[src/rtl/core/stok_pkg.sv]
// ----------------------------------------------------------------------------
// Source tokenizer package
// Shared types, token codes, keyword tables and byte classifiers.
// ----------------------------------------------------------------------------
package stok_pkg;

   localparam int POSITION_BITS_DEF = 20;
   localparam int FIELD_POS_BITS    = 20;
   localparam int MAX_RSP           = 3;
   localparam int RSP_DEPTH         = 8;
   localparam int KW_COUNT          = 9;

   localparam logic [30:0] NUM_MAX = 31'h7FFF_FFFF;

   // token kinds
   localparam logic [4:0] KIND_END     = 5'd0;
   localparam logic [4:0] KIND_WORD    = 5'd1;
   localparam logic [4:0] KIND_NUMBER  = 5'd2;
   localparam logic [4:0] KIND_CHAR    = 5'd3;
   localparam logic [4:0] KIND_KW_BASE = 5'd4;
   localparam logic [4:0] KIND_PLUS    = 5'd13;
   localparam logic [4:0] KIND_MINUS   = 5'd14;
   localparam logic [4:0] KIND_SEMI    = 5'd15;
   localparam logic [4:0] KIND_STAR    = 5'd16;
   localparam logic [4:0] KIND_SLASH   = 5'd17;
   localparam logic [4:0] KIND_LPAREN  = 5'd18;
   localparam logic [4:0] KIND_RPAREN  = 5'd19;
   localparam logic [4:0] KIND_ASSIGN  = 5'd20;
   localparam logic [4:0] KIND_COMMA   = 5'd21;
   localparam logic [4:0] KIND_LBRACE  = 5'd22;
   localparam logic [4:0] KIND_RBRACE  = 5'd23;
   localparam logic [4:0] KIND_LESS    = 5'd24;
   localparam logic [4:0] KIND_GREATER = 5'd25;
   localparam logic [4:0] KIND_LE      = 5'd26;
   localparam logic [4:0] KIND_GE      = 5'd27;
   localparam logic [4:0] KIND_EQ      = 5'd28;
   localparam logic [4:0] KIND_NONE    = 5'd0;

   // error codes
   localparam logic [1:0] ERR_NONE       = 2'd0;
   localparam logic [1:0] ERR_UNEXPECTED = 2'd1;
   localparam logic [1:0] ERR_BAD_CHAR   = 2'd2;

   // characters with a role of their own
   localparam logic [7:0] CH_QUOTE      = 8'h27;
   localparam logic [7:0] CH_LT         = 8'h3C;
   localparam logic [7:0] CH_GT         = 8'h3E;
   localparam logic [7:0] CH_EQ         = 8'h3D;
   localparam logic [7:0] CH_UNDERSCORE = 8'h5F;

   // keyword text, right justified: last character in the low byte
   localparam logic [63:0] KW_TEXT [KW_COUNT] = '{
      "print", "int", "char", "function", "return", "if", "bool", "true", "false"
   };
   localparam logic [3:0] KW_LEN [KW_COUNT] = '{
      4'd5, 4'd3, 4'd4, 4'd8, 4'd6, 4'd2, 4'd4, 4'd4, 4'd5
   };

   typedef struct packed {
      logic [7:0] text_byte;
      logic       byte_present;
      logic       end_of_text;
   } req_type;

   typedef struct packed {
      logic [4:0]  token_kind;
      logic [30:0] number_value;
      logic [7:0]  char_value;
      logic [19:0] word_start;
      logic [19:0] word_length;
      logic [1:0]  error_code;
      logic        last_of_run;
   } rsp_type;

   typedef struct packed {
      logic [1:0]        count;
      rsp_type [2:0]     entry;
   } push_type;

   function automatic logic is_space(input logic [7:0] b);
      return (b == 8'h20) || (b >= 8'h09 && b <= 8'h0D);
   endfunction

   function automatic logic is_digit(input logic [7:0] b);
      return b >= 8'h30 && b <= 8'h39;
   endfunction

   function automatic logic is_alpha(input logic [7:0] b);
      return (b >= 8'h61 && b <= 8'h7A) || (b >= 8'h41 && b <= 8'h5A);
   endfunction

   // character p of keyword k, valid for p below the keyword length
   function automatic logic [7:0] kw_byte(input int k, input logic [2:0] p);
      logic [3:0]  sh;
      logic [63:0] text;
      sh   = KW_LEN[k] - {1'b0, p} - 4'd1;
      text = KW_TEXT[k] >> {sh, 3'b000};
      return text[7:0];
   endfunction

   function automatic logic [4:0] op_kind(input logic [7:0] b);
      logic [4:0] k;
      unique case (b)
         8'h2B:   k = KIND_PLUS;
         8'h2D:   k = KIND_MINUS;
         8'h3B:   k = KIND_SEMI;
         8'h2A:   k = KIND_STAR;
         8'h2F:   k = KIND_SLASH;
         8'h28:   k = KIND_LPAREN;
         8'h29:   k = KIND_RPAREN;
         CH_EQ:   k = KIND_ASSIGN;
         8'h2C:   k = KIND_COMMA;
         8'h7B:   k = KIND_LBRACE;
         8'h7D:   k = KIND_RBRACE;
         CH_LT:   k = KIND_LESS;
         CH_GT:   k = KIND_GREATER;
         default: k = KIND_NONE;
      endcase
      return k;
   endfunction

   function automatic rsp_type mk_rsp(input logic [4:0] kind, input logic [30:0] num,
                                      input logic [7:0] ch, input logic [19:0] ws,
                                      input logic [19:0] wl, input logic [1:0] err,
                                      input logic last);
      rsp_type r;
      r.token_kind   = kind;
      r.number_value = num;
      r.char_value   = ch;
      r.word_start   = ws;
      r.word_length  = wl;
      r.error_code   = err;
      r.last_of_run  = last;
      return r;
   endfunction

endpackage

[src/rtl/core/stok_if.sv]
// ----------------------------------------------------------------------------
// Source tokenizer channels
// Valid/ready channels for text items and result tokens.
// ----------------------------------------------------------------------------
interface stok_req_if;
   logic              valid;
   logic              ready;
   stok_pkg::req_type payload;

   modport source (output valid, output payload, input ready);
   modport sink   (input valid, input payload, output ready);
endinterface

interface stok_rsp_if;
   logic              valid;
   logic              ready;
   stok_pkg::rsp_type payload;

   modport source (output valid, output payload, input ready);
   modport sink   (input valid, input payload, output ready);
endinterface

[src/rtl/core/stok_scan.sv]
// ----------------------------------------------------------------------------
// Tokenizer scan stage
// Holds the scanner state and turns one text item into up to three results.
// ----------------------------------------------------------------------------
module stok_scan #(
   parameter int POSITION_BITS = stok_pkg::POSITION_BITS_DEF
) (
   input  logic               clock,
   input  logic               reset,
   input  logic               accept,
   input  stok_pkg::req_type  req,
   output stok_pkg::push_type push
);
   import stok_pkg::*;

   localparam logic [2:0] MODE_IDLE  = 3'd0;
   localparam logic [2:0] MODE_WORD  = 3'd1;
   localparam logic [2:0] MODE_NUM   = 3'd2;
   localparam logic [2:0] MODE_QUOTE = 3'd3;
   localparam logic [2:0] MODE_CHAR  = 3'd4;
   localparam logic [2:0] MODE_OP    = 3'd5;

   localparam logic [KW_COUNT-1:0] ALL_KW = '1;

   logic [2:0]               mode_ff,  mode_in;
   logic [KW_COUNT-1:0]      cand_ff,  cand_in;
   logic [POSITION_BITS-1:0] start_ff, start_in;
   logic [POSITION_BITS-1:0] len_ff,   len_in;
   logic [30:0]              acc_ff,   acc_in;
   logic [7:0]               held_ff,  held_in;
   logic [POSITION_BITS-1:0] pos_ff,   pos_in;
   logic                     drop_ff,  drop_in;

   logic       fall;
   logic [1:0] err;
   logic [7:0] b;
   logic [34:0] prod;
   logic [3:0] slot_v;
   rsp_type    slot_r [4];
   logic [1:0] n;

   // shrink the keyword mask by one more character
   function automatic logic [KW_COUNT-1:0] cand_step(input logic [KW_COUNT-1:0] cand,
                                                    input logic [POSITION_BITS-1:0] len,
                                                    input logic [7:0] ch);
      logic [KW_COUNT-1:0] keep;
      for (int k = 0; k < KW_COUNT; k++) begin
         keep[k] = cand[k] && (len < POSITION_BITS'(KW_LEN[k]))
                   && (kw_byte(k, len[2:0]) == ch);
      end
      return keep;
   endfunction

   function automatic rsp_type word_rsp(input logic [KW_COUNT-1:0] cand,
                                        input logic [POSITION_BITS-1:0] len,
                                        input logic [POSITION_BITS-1:0] start);
      logic       found;
      logic [4:0] kind;
      found = 1'b0;
      kind  = KIND_WORD;
      for (int k = 0; k < KW_COUNT; k++) begin
         if (!found && cand[k] && len == POSITION_BITS'(KW_LEN[k])) begin
            kind  = KIND_KW_BASE + 5'(k);
            found = 1'b1;
         end
      end
      if (found) begin
         return mk_rsp(kind, '0, '0, '0, '0, ERR_NONE, 1'b0);
      end
      return mk_rsp(KIND_WORD, '0, '0, FIELD_POS_BITS'(start), FIELD_POS_BITS'(len),
                    ERR_NONE, 1'b0);
   endfunction

   always_comb begin
      mode_in  = mode_ff;
      cand_in  = cand_ff;
      start_in = start_ff;
      len_in   = len_ff;
      acc_in   = acc_ff;
      held_in  = held_ff;
      pos_in   = pos_ff;
      drop_in  = drop_ff;
      fall     = 1'b0;
      err      = ERR_NONE;
      b        = req.text_byte;
      slot_v   = '0;
      for (int i = 0; i < 4; i++) begin
         slot_r[i] = '0;
      end
      prod = ({4'b0, acc_ff} << 3) + ({4'b0, acc_ff} << 1) + {31'b0, b[3:0]};

      if (accept) begin
         if (drop_ff) begin
            if (req.end_of_text) begin
               drop_in = 1'b0;
            end
         end else begin
            if (req.byte_present) begin
               pos_in = pos_ff + POSITION_BITS'(1);
               // close or extend the pending token
               unique case (mode_ff)
                  MODE_WORD: begin
                     if (is_alpha(b) || is_digit(b) || b == CH_UNDERSCORE) begin
                        cand_in = cand_step(cand_ff, len_ff, b);
                        len_in  = (&len_ff) ? len_ff : len_ff + POSITION_BITS'(1);
                     end else begin
                        slot_v[0] = 1'b1;
                        slot_r[0] = word_rsp(cand_ff, len_ff, start_ff);
                        fall      = 1'b1;
                     end
                  end
                  MODE_NUM: begin
                     if (is_digit(b)) begin
                        acc_in = (prod > {4'b0, NUM_MAX}) ? NUM_MAX : prod[30:0];
                     end else begin
                        slot_v[0] = 1'b1;
                        slot_r[0] = mk_rsp(KIND_NUMBER, acc_ff, '0, '0, '0, ERR_NONE, 1'b0);
                        fall      = 1'b1;
                     end
                  end
                  MODE_QUOTE: begin
                     held_in = b;
                     mode_in = MODE_CHAR;
                  end
                  MODE_CHAR: begin
                     if (b != CH_QUOTE) begin
                        err = ERR_BAD_CHAR;
                     end else begin
                        slot_v[0] = 1'b1;
                        slot_r[0] = mk_rsp(KIND_CHAR, '0, held_ff, '0, '0, ERR_NONE, 1'b0);
                        mode_in   = MODE_IDLE;
                        held_in   = '0;
                     end
                  end
                  MODE_OP: begin
                     slot_v[0] = 1'b1;
                     if (b == CH_EQ) begin
                        slot_r[0] = mk_rsp((held_ff == CH_LT) ? KIND_LE :
                                           (held_ff == CH_GT) ? KIND_GE : KIND_EQ,
                                           '0, '0, '0, '0, ERR_NONE, 1'b0);
                        mode_in   = MODE_IDLE;
                        held_in   = '0;
                     end else begin
                        slot_r[0] = mk_rsp(op_kind(held_ff), '0, '0, '0, '0, ERR_NONE, 1'b0);
                        fall      = 1'b1;
                     end
                  end
                  default: fall = 1'b1;
               endcase

               // start a new token from this byte
               if (fall) begin
                  mode_in = MODE_IDLE;
                  held_in = '0;
                  priority if (is_space(b)) begin
                     mode_in = MODE_IDLE;
                  end else if (is_alpha(b) || b == CH_UNDERSCORE) begin
                     mode_in  = MODE_WORD;
                     cand_in  = cand_step(ALL_KW, '0, b);
                     start_in = pos_ff;
                     len_in   = POSITION_BITS'(1);
                  end else if (is_digit(b)) begin
                     mode_in = MODE_NUM;
                     acc_in  = {27'b0, b[3:0]};
                  end else if (b == CH_QUOTE) begin
                     mode_in = MODE_QUOTE;
                  end else if (b == CH_LT || b == CH_GT || b == CH_EQ) begin
                     mode_in = MODE_OP;
                     held_in = b;
                  end else if (op_kind(b) != KIND_NONE) begin
                     slot_v[1] = 1'b1;
                     slot_r[1] = mk_rsp(op_kind(b), '0, '0, '0, '0, ERR_NONE, 1'b0);
                  end else begin
                     err = ERR_UNEXPECTED;
                  end
               end
            end

            // flush the pending token at the end of the text
            if (err == ERR_NONE && req.end_of_text) begin
               unique case (mode_in)
                  MODE_WORD: begin
                     slot_v[2] = 1'b1;
                     slot_r[2] = word_rsp(cand_in, len_in, start_in);
                  end
                  MODE_NUM: begin
                     slot_v[2] = 1'b1;
                     slot_r[2] = mk_rsp(KIND_NUMBER, acc_in, '0, '0, '0, ERR_NONE, 1'b0);
                  end
                  MODE_QUOTE, MODE_CHAR: err = ERR_BAD_CHAR;
                  MODE_OP: begin
                     slot_v[2] = 1'b1;
                     slot_r[2] = mk_rsp(op_kind(held_in), '0, '0, '0, '0, ERR_NONE, 1'b0);
                  end
                  default: slot_v[2] = 1'b0;
               endcase
               if (err == ERR_NONE) begin
                  slot_v[3] = 1'b1;
                  slot_r[3] = mk_rsp(KIND_END, '0, '0, '0, '0, ERR_NONE, 1'b1);
               end
            end

            if (err != ERR_NONE) begin
               slot_v[3] = 1'b1;
               slot_r[3] = mk_rsp(KIND_END, '0, '0, '0, '0, err, 1'b1);
               drop_in   = !req.end_of_text;
            end
            if (err != ERR_NONE || req.end_of_text) begin
               mode_in  = MODE_IDLE;
               cand_in  = ALL_KW;
               start_in = '0;
               len_in   = '0;
               acc_in   = '0;
               held_in  = '0;
               pos_in   = '0;
            end
         end
      end

      // pack the results in order, dropping any beyond the third
      n    = 2'd0;
      push = '0;
      for (int i = 0; i < 4; i++) begin
         if (slot_v[i] && n < 2'd3) begin
            push.entry[n] = slot_r[i];
            n = n + 2'd1;
         end
      end
      push.count = n;
   end

   always_ff @(posedge clock) begin
      if (reset) begin
         mode_ff  <= MODE_IDLE;
         cand_ff  <= ALL_KW;
         start_ff <= '0;
         len_ff   <= '0;
         acc_ff   <= '0;
         held_ff  <= '0;
         pos_ff   <= '0;
         drop_ff  <= 1'b0;
      end else begin
         mode_ff  <= mode_in;
         cand_ff  <= cand_in;
         start_ff <= start_in;
         len_ff   <= len_in;
         acc_ff   <= acc_in;
         held_ff  <= held_in;
         pos_ff   <= pos_in;
         drop_ff  <= drop_in;
      end
   end

endmodule

[src/rtl/core/stok_rsp_fifo.sv]
// ----------------------------------------------------------------------------
// Tokenizer result queue
// Takes up to three results per cycle and hands them out one per transfer.
// ----------------------------------------------------------------------------
module stok_rsp_fifo (
   input  logic               clock,
   input  logic               reset,
   input  stok_pkg::push_type push,
   output logic               space_ok,
   output logic               rsp_valid,
   input  logic               rsp_ready,
   output stok_pkg::rsp_type  rsp_data
);
   import stok_pkg::*;

   localparam int AW = $clog2(RSP_DEPTH);
   localparam int CW = AW + 1;

   rsp_type         mem_ff [RSP_DEPTH];
   logic [AW-1:0]   wr_ptr_ff, wr_ptr_in;
   logic [AW-1:0]   rd_ptr_ff, rd_ptr_in;
   logic [CW-1:0]   count_ff,  count_in;
   logic            pop;

   assign pop       = rsp_valid && rsp_ready;
   assign rsp_valid = count_ff != '0;
   assign rsp_data  = mem_ff[rd_ptr_ff];
   // leave room for the largest burst of one item
   assign space_ok  = count_ff <= CW'(RSP_DEPTH - MAX_RSP);

   always_comb begin
      wr_ptr_in = wr_ptr_ff + AW'(push.count);
      rd_ptr_in = rd_ptr_ff + AW'(pop);
      count_in  = count_ff + CW'(push.count) - CW'(pop);
   end

   always_ff @(posedge clock) begin
      for (int i = 0; i < MAX_RSP; i++) begin
         if (2'(i) < push.count) begin
            mem_ff[wr_ptr_ff + AW'(i)] <= push.entry[i];
         end
      end
   end

   always_ff @(posedge clock) begin
      if (reset) begin
         wr_ptr_ff <= '0;
         rd_ptr_ff <= '0;
         count_ff  <= '0;
      end else begin
         wr_ptr_ff <= wr_ptr_in;
         rd_ptr_ff <= rd_ptr_in;
         count_ff  <= count_in;
      end
   end

endmodule

[src/rtl/core/source_tokenizer_core.sv]
// Results: an item's results are written to the result queue on its transfer.
// Throughput: one text item per cycle while not held off; each item gives zero
//   to three results, leaving the eight-entry result queue one per ready cycle.
// Input is held off while the queue has fewer than three free entries.
// Reset: synchronous, active high; clears the scanner state and the queue.
// ----------------------------------------------------------------------------
// Source tokenizer top level
// Lexical analyzer: text bytes in, tokens out over valid/ready channels.
// ----------------------------------------------------------------------------
module source_tokenizer_core #(
   parameter int POSITION_BITS = stok_pkg::POSITION_BITS_DEF
) (
   input  logic      clock,
   input  logic      reset,
   stok_req_if.sink   req_chan,
   stok_rsp_if.source rsp_chan
);
   import stok_pkg::*;

   push_type push;
   logic     space_ok;
   logic     accept;

   assign req_chan.ready = space_ok;
   assign accept         = req_chan.valid && space_ok;

   stok_scan #(
      .POSITION_BITS (POSITION_BITS)
   ) u_scan (
      .clock  (clock),
      .reset  (reset),
      .accept (accept),
      .req    (req_chan.payload),
      .push   (push)
   );

   stok_rsp_fifo u_fifo (
      .clock     (clock),
      .reset     (reset),
      .push      (push),
      .space_ok  (space_ok),
      .rsp_valid (rsp_chan.valid),
      .rsp_ready (rsp_chan.ready),
      .rsp_data  (rsp_chan.payload)
   );

endmodule

[src/flat_wrapper.sv]
// flat-port wrapper written by rule: the top's interface ports become plain ports
module source_tokenizer_core_flat import stok_pkg::*;
#(
   parameter int POSITION_BITS = stok_pkg::POSITION_BITS_DEF
)
  (clock, reset, req_chan_valid, req_chan_payload, req_chan_ready, rsp_chan_valid, rsp_chan_payload, rsp_chan_ready);
  stok_req_if req_chan_i ();
  stok_rsp_if rsp_chan_i ();
  input  logic clock;
  input  logic reset;
  input wire logic [$bits(req_chan_i.valid)-1:0] req_chan_valid;
  input wire logic [$bits(req_chan_i.payload)-1:0] req_chan_payload;
  output wire logic [$bits(req_chan_i.ready)-1:0] req_chan_ready;
  output wire logic [$bits(rsp_chan_i.valid)-1:0] rsp_chan_valid;
  output wire logic [$bits(rsp_chan_i.payload)-1:0] rsp_chan_payload;
  input wire logic [$bits(rsp_chan_i.ready)-1:0] rsp_chan_ready;
  assign req_chan_i.valid = req_chan_valid;
  assign req_chan_i.payload = req_chan_payload;
  assign req_chan_ready = req_chan_i.ready;
  assign rsp_chan_valid = rsp_chan_i.valid;
  assign rsp_chan_payload = rsp_chan_i.payload;
  assign rsp_chan_i.ready = rsp_chan_ready;
  source_tokenizer_core #(.POSITION_BITS(POSITION_BITS)) u_core (.clock(clock), .reset(reset), .req_chan(req_chan_i), .rsp_chan(rsp_chan_i));
endmodule
[config.mk]
export PLATFORM = sky130hd
export DESIGN_NAME = source_tokenizer_core_flat
export DESIGN_NICKNAME = d
export VERILOG_FILES = /design/src/rtl/core/stok_pkg.sv /design/src/rtl/core/stok_if.sv /design/src/rtl/core/stok_scan.sv /design/src/rtl/core/stok_rsp_fifo.sv /design/src/rtl/core/source_tokenizer_core.sv /design/src/flat_wrapper.sv
export SDC_FILE = /design/constraint.sdc
export NUM_CORES = 2
export LEC_CHECK = 0
export ABC_CLOCK_PERIOD_IN_PS = 28700
export BUFFER_PORTS_ARGS = -buffer_cell sky130_fd_sc_hd__buf_2
export CELL_PAD_IN_SITES_DETAIL_PLACEMENT = 0
export CELL_PAD_IN_SITES_GLOBAL_PLACEMENT = 2
export CORE_MARGIN = 5
export CORE_UTILIZATION = 47
export DETAILED_ROUTE_END_ITERATION = 7
export HOLD_SLACK_MARGIN = 0.03
export PLACE_DENSITY_LB_ADDON = 0.1
export SLEW_MARGIN = 20
export SYNTH_ARGS = -nofsm -noshare
export SYNTH_HDL_FRONTEND = slang
export SYNTH_SLANG_ARGS = --single-unit
[constraint.sdc]
create_clock -name clock -period 28.7 [get_ports clock]
set_input_delay 5.74 -clock clock [delete_from_list [all_inputs] [get_ports clock]]
set_output_delay 5.74 -clock clock [all_outputs]
set_load 0.03 [all_outputs]
==> results.md <==
Clocking:
- Post-CTS timing repair inserted 0 buffers for setup.
- The clock tree from TritonCTS is done.
- The TritonCTS sink count is a little over 800.
- The clock-pin slew on the worst setup and hold paths is roughly 0.06 ns.
- The number of CTS-inserted buffers is just over 90.
- After clock tree synthesis, the repair step resized 0 gates.
- The CTS H-tree depth is 3.
- The maximum buffer depth of the clock tree is 3.
- After clock tree synthesis, the flow added hold-fix buffers numbering 0.
- The master cell of the clock root buffer is clkbuf_16.
- The later pin in the worst-skew pair is clocked with a latency of between 0.6 and 0.7 ns.

Placed design:
- The congestion estimate from routability-driven global placement came to about 1.
- The number of placed cells counting well taps is around 5400.
- Buffers placed on the I/O ports in this run total ~100.
- The placed wire-length estimate is between 100 and 150 mm.
- Prior to clock tree synthesis, the placed netlist has a worst setup slack of 14.98 ns.

Critical path:
- The reg-to-reg startpoint is u_core.u_fifo.count_ff[3]$_SDFF_PP0_.
- STA classifies the critical path startpoint as an input pin.
- The endpoint arrival time on the critical path is approximately 13 ns.
- Along the worst path, the maximum fanout reaches 47.
- The logic depth of the worst register-to-register path is 23.
- The sort of element at the end of the critical path is a register.
- The data required time of the worst path is ~29 ns.
- The type of the worst setup path is input pin to register.
- The end of the worst register-to-register path is u_core.u_fifo.mem_ff[6][63]$_DFFE_PP_.
- For flop-to-flop paths, the worst setup slack is approximately 20 ns.

Logic synthesis:
- The post-synthesis instance area is between 40000 and 50000 um2.
- Summed over all instances, the cell type with the most area after synthesis is edfxtp_1.
- In this run, synthesis produced a sequential element count of a little over 800.
- Synthesis instantiated between 100 and 150 different standard cells from the library.
- Counting every instance in the synthesized netlist gives 4180.
- The number of flops mapped to enable cells by yosys is ~700.
- The post-synthesis area per instance is around 11 um2.
- The total of warnings raised by yosys is 0.
- The synthesized design devotes to its leading area cell type a little under half of total area.
- After synthesis, flip-flops and latches occupy about 50% of the total area.
- For this run, the leading register cell type out of synthesis is edfxtp_1.
- Counting every net in the synthesized netlist gives ~4300.
- Yosys attributes the largest share of cell area to edfxtp_1, mux4_2, o22ai_1.
- The share of synthesized flip-flops with an asynchronous set or reset is 0%.

Run status:
- The run finished with clean final reports.

Timing:
- Setup slack on the critical path of the routed design comes to ~16 ns.
- The slew at the pin closest to its max-slew limit is between 1 and 1.5 ns.
- After routing, the total negative slack on setup checks comes to 0 ns.
- The worst pin sits at a relative slew slack of 18.9%.
- Clock skew on the completed layout was measured at 0.0524 ns.
- The count of final max-slew check failures is 0.
- The worst path in the final design needs a cycle of 13.07 ns, including I/O delays and setup.
- Setup violations remaining at the end of the flow were counted as 0.
- Setup repair after global routing left no endpoint under its margin.
- Static timing analysis puts the maximum clock frequency at between 70 and 80 MHz.
- The worst path uses roughly 46% of the clock period.
- The final hold violation count is 0.

Floorplan:
- The floorplan die area is 105000 um2.
- The core region is roughly 100000 um2.
- The standard-cell row count is roughly 120.
- The die is roughly 320 um tall.
- Once the floorplan was initialized, standard cells occupied 47.3% of the core.
- The total I/O pin count is ~100.
- Measured along the x axis, the die boundary spans roughly 320 um.

Power:
- The cell leakage power is 0.0165 uW.
- The areal power density over the cells is ~66 nW/um2.
- The maximum vdd drop is roughly 63 uV.

Global routing:
- The total overflow left after global routing is 0.
- Global routing used around 33% of the available tracks.
- Entering global routing, the biggest net connects 110 pins.
- The number of global-route vias before repair is 36800.
- The number of antenna violations at the first check in global routing is 0.
- The wire length of the first global-routing pass is between 200 and 300 mm.

Final layout:
- The filler-free cell count of the finished design is 5527.
- The net count of the finished layout is around 4300.
- 0 antenna diodes ended up in the layout.
- From synthesis to final layout, the design area changed by 10.6%.
- The share of final-layout standard cells stronger than drive strength 1 is approximately 17%.
- Leaving out fill and tap cells, the most frequent cells in the layout are edfxtp_1, o22ai_1, nand2_1.
- The core utilization of the finished layout is 52.2%.
- The most common cell after layout, fill and taps aside is edfxtp_1.

Detailed routing:
- The total number of vias is 38300.
- The average vias per placed instance is about 7.
- The number of routed nets with antenna violations is 0.
- The detailed-router iteration count before antenna repair is 6.
- Wires add up to 175 mm.
- The first-iteration detailed-routing DRC count is between 4000 and 5000.
- The DRC violations left is 0.
- The per-cell routed wire length is 31.7 um.

Worst hold path:
- The count of cells along the worst hold path is 2.
- The class of the tightest hold or removal check is register to register.
- The path with the worst hold slack has its endpoint at u_core.u_scan.cand_ff[1]$_SDFFE_PP1P_.
- The origin of the worst min-delay path is u_core.u_scan.cand_ff[1]$_SDFFE_PP1P_.

Job:
- The tool flagged a number of max-cap violations equal to 0.
[worst max path at each step]
| stage | start | endpoint | slack (ns) | cells past startpoint |
|---|---|---|---|---|
| after floorplan | req_chan_payload[9] | u_core.u_fifo.mem_ff[1][0]$_DFFE_PP_ | 11.87 | 19 |
| after CTS | req_chan_payload[2] | u_core.u_fifo.mem_ff[6][2]$_DFFE_PP_ | 15.70 | 21 |
| after global routing | req_chan_payload[4] | u_core.u_fifo.mem_ff[2][53]$_DFFE_PP_ | 15.24 | 20 |
| after detailed placement | req_chan_payload[5] | u_core.u_fifo.mem_ff[6][72]$_DFFE_PP_ | 14.98 | 21 |
| after global placement | req_chan_payload[2] | u_core.u_fifo.mem_ff[2][54]$_DFFE_PP_ | 15.19 | 21 |
| final | req_chan_payload[5] | u_core.u_fifo.mem_ff[6][63]$_DFFE_PP_ | 15.63 | 21 |
[critical path: stages]
cell      delay (ns)
buf_2           0.57
o21ai_1         0.24
a311oi_2        0.47
nor3_4          0.15
a211oi_4        0.51
nand2_1         0.15
nor3_1          0.38
ha_1            0.34
nand2_1         0.11
nand2_1         0.10
o32ai_1         0.31
nor3_1          0.16
ha_1            0.26
nor3_2          0.69
o41a_1          0.49
nand2_1         0.38
and4_1          0.44
nor2_2          0.59
o21ai_4         0.40
buf_4           0.40
buf_4           0.41
[kinds of logic (layout without fill, tap and decap cells)]
group / count (synthesis) / count (layout) / share of synthesized area (%)
AOI/OAI and AO/OA: 1304 / 1304 / 18.2
and+or+nand+nor: 1198 / 1198 / 12.3
DFF: 818 / 818 / 50.3
buffers and inverters: 376 / 436 / 3.41
muxes: 302 / 302 / 11.5
adders and majority gates: 98 / 98 / 2.70
xor gates and xnor gates: 84 / 84 / 1.59
[final cells by class]
type | count | area [um2]
fillers | 8737 | 46900
flip-flops and latches | 818 | 23400
multi-input cells | 2986 | 21800
clock buffers | 119 | 2480
well taps | 1287 | 1610
repair buffers | 213 | 1360
clock inverters | 52 | 475
inverters | 52 | 195
[per-stage QoR]
stage	area, um2	hold WS [ns]	total power (uW)
2_1_floorplan	46400	0.445	1990
3_3_place_gp	48200	0.500	2250
3_5_place_dp	48300	0.510	2260
4_1_cts	51200	0.517	3410
5_1_grt	51300	0.563	3500
6_report	51300	0.519	3400
[where the power goes]
part           switching (uW)  internal (uW)  leakage [uW]  total (uW)
clock network             513            652       0.00143        1170
logic                     538            315       0.00779         853
registers                40.7           1340       0.00733        1380
total                    1090           2310        0.0165        3400
[metal layers]
metal	global-route usage (%)	wire length (um)
met4	9.56	5350
met5	0	0
met2	50.2	79100
met1	47.1	72700
met3	6.69	17800
[flip-flops by register name, indices dropped and copies added, names as in the netlist]
name	cells
u_core.u_scan.cand_ff	9
u_core.u_scan.len_ff	20
u_core.u_scan.acc_ff	31
u_core.u_fifo.count_ff	4
u_core.u_scan.start_ff	20
u_core.u_fifo.rd_ptr_ff	3
u_core.u_scan.drop_ff	1
u_core.u_fifo.wr_ptr_ff	3
u_core.u_scan.held_ff	8
u_core.u_scan.pos_ff	20
u_core.u_scan.mode_ff	3
u_core.u_fifo.mem_ff	696
[synth_stat cells (all sizes together) (94+ instances only)]
| cell type | instances |
|---|---|
| a21oi | 173 |
| nand2 | 412 |
| clkbuf | 221 |
| mux4 | 174 |
| mux2 | 94 |
| buf | 103 |
| nor2 | 320 |
| o22ai | 497 |
| dfxtp | 122 |
| o21ai | 260 |
| edfxtp | 696 |
| nand3 | 100 |
No activity file was read; power rests on OpenSTA's default activity.
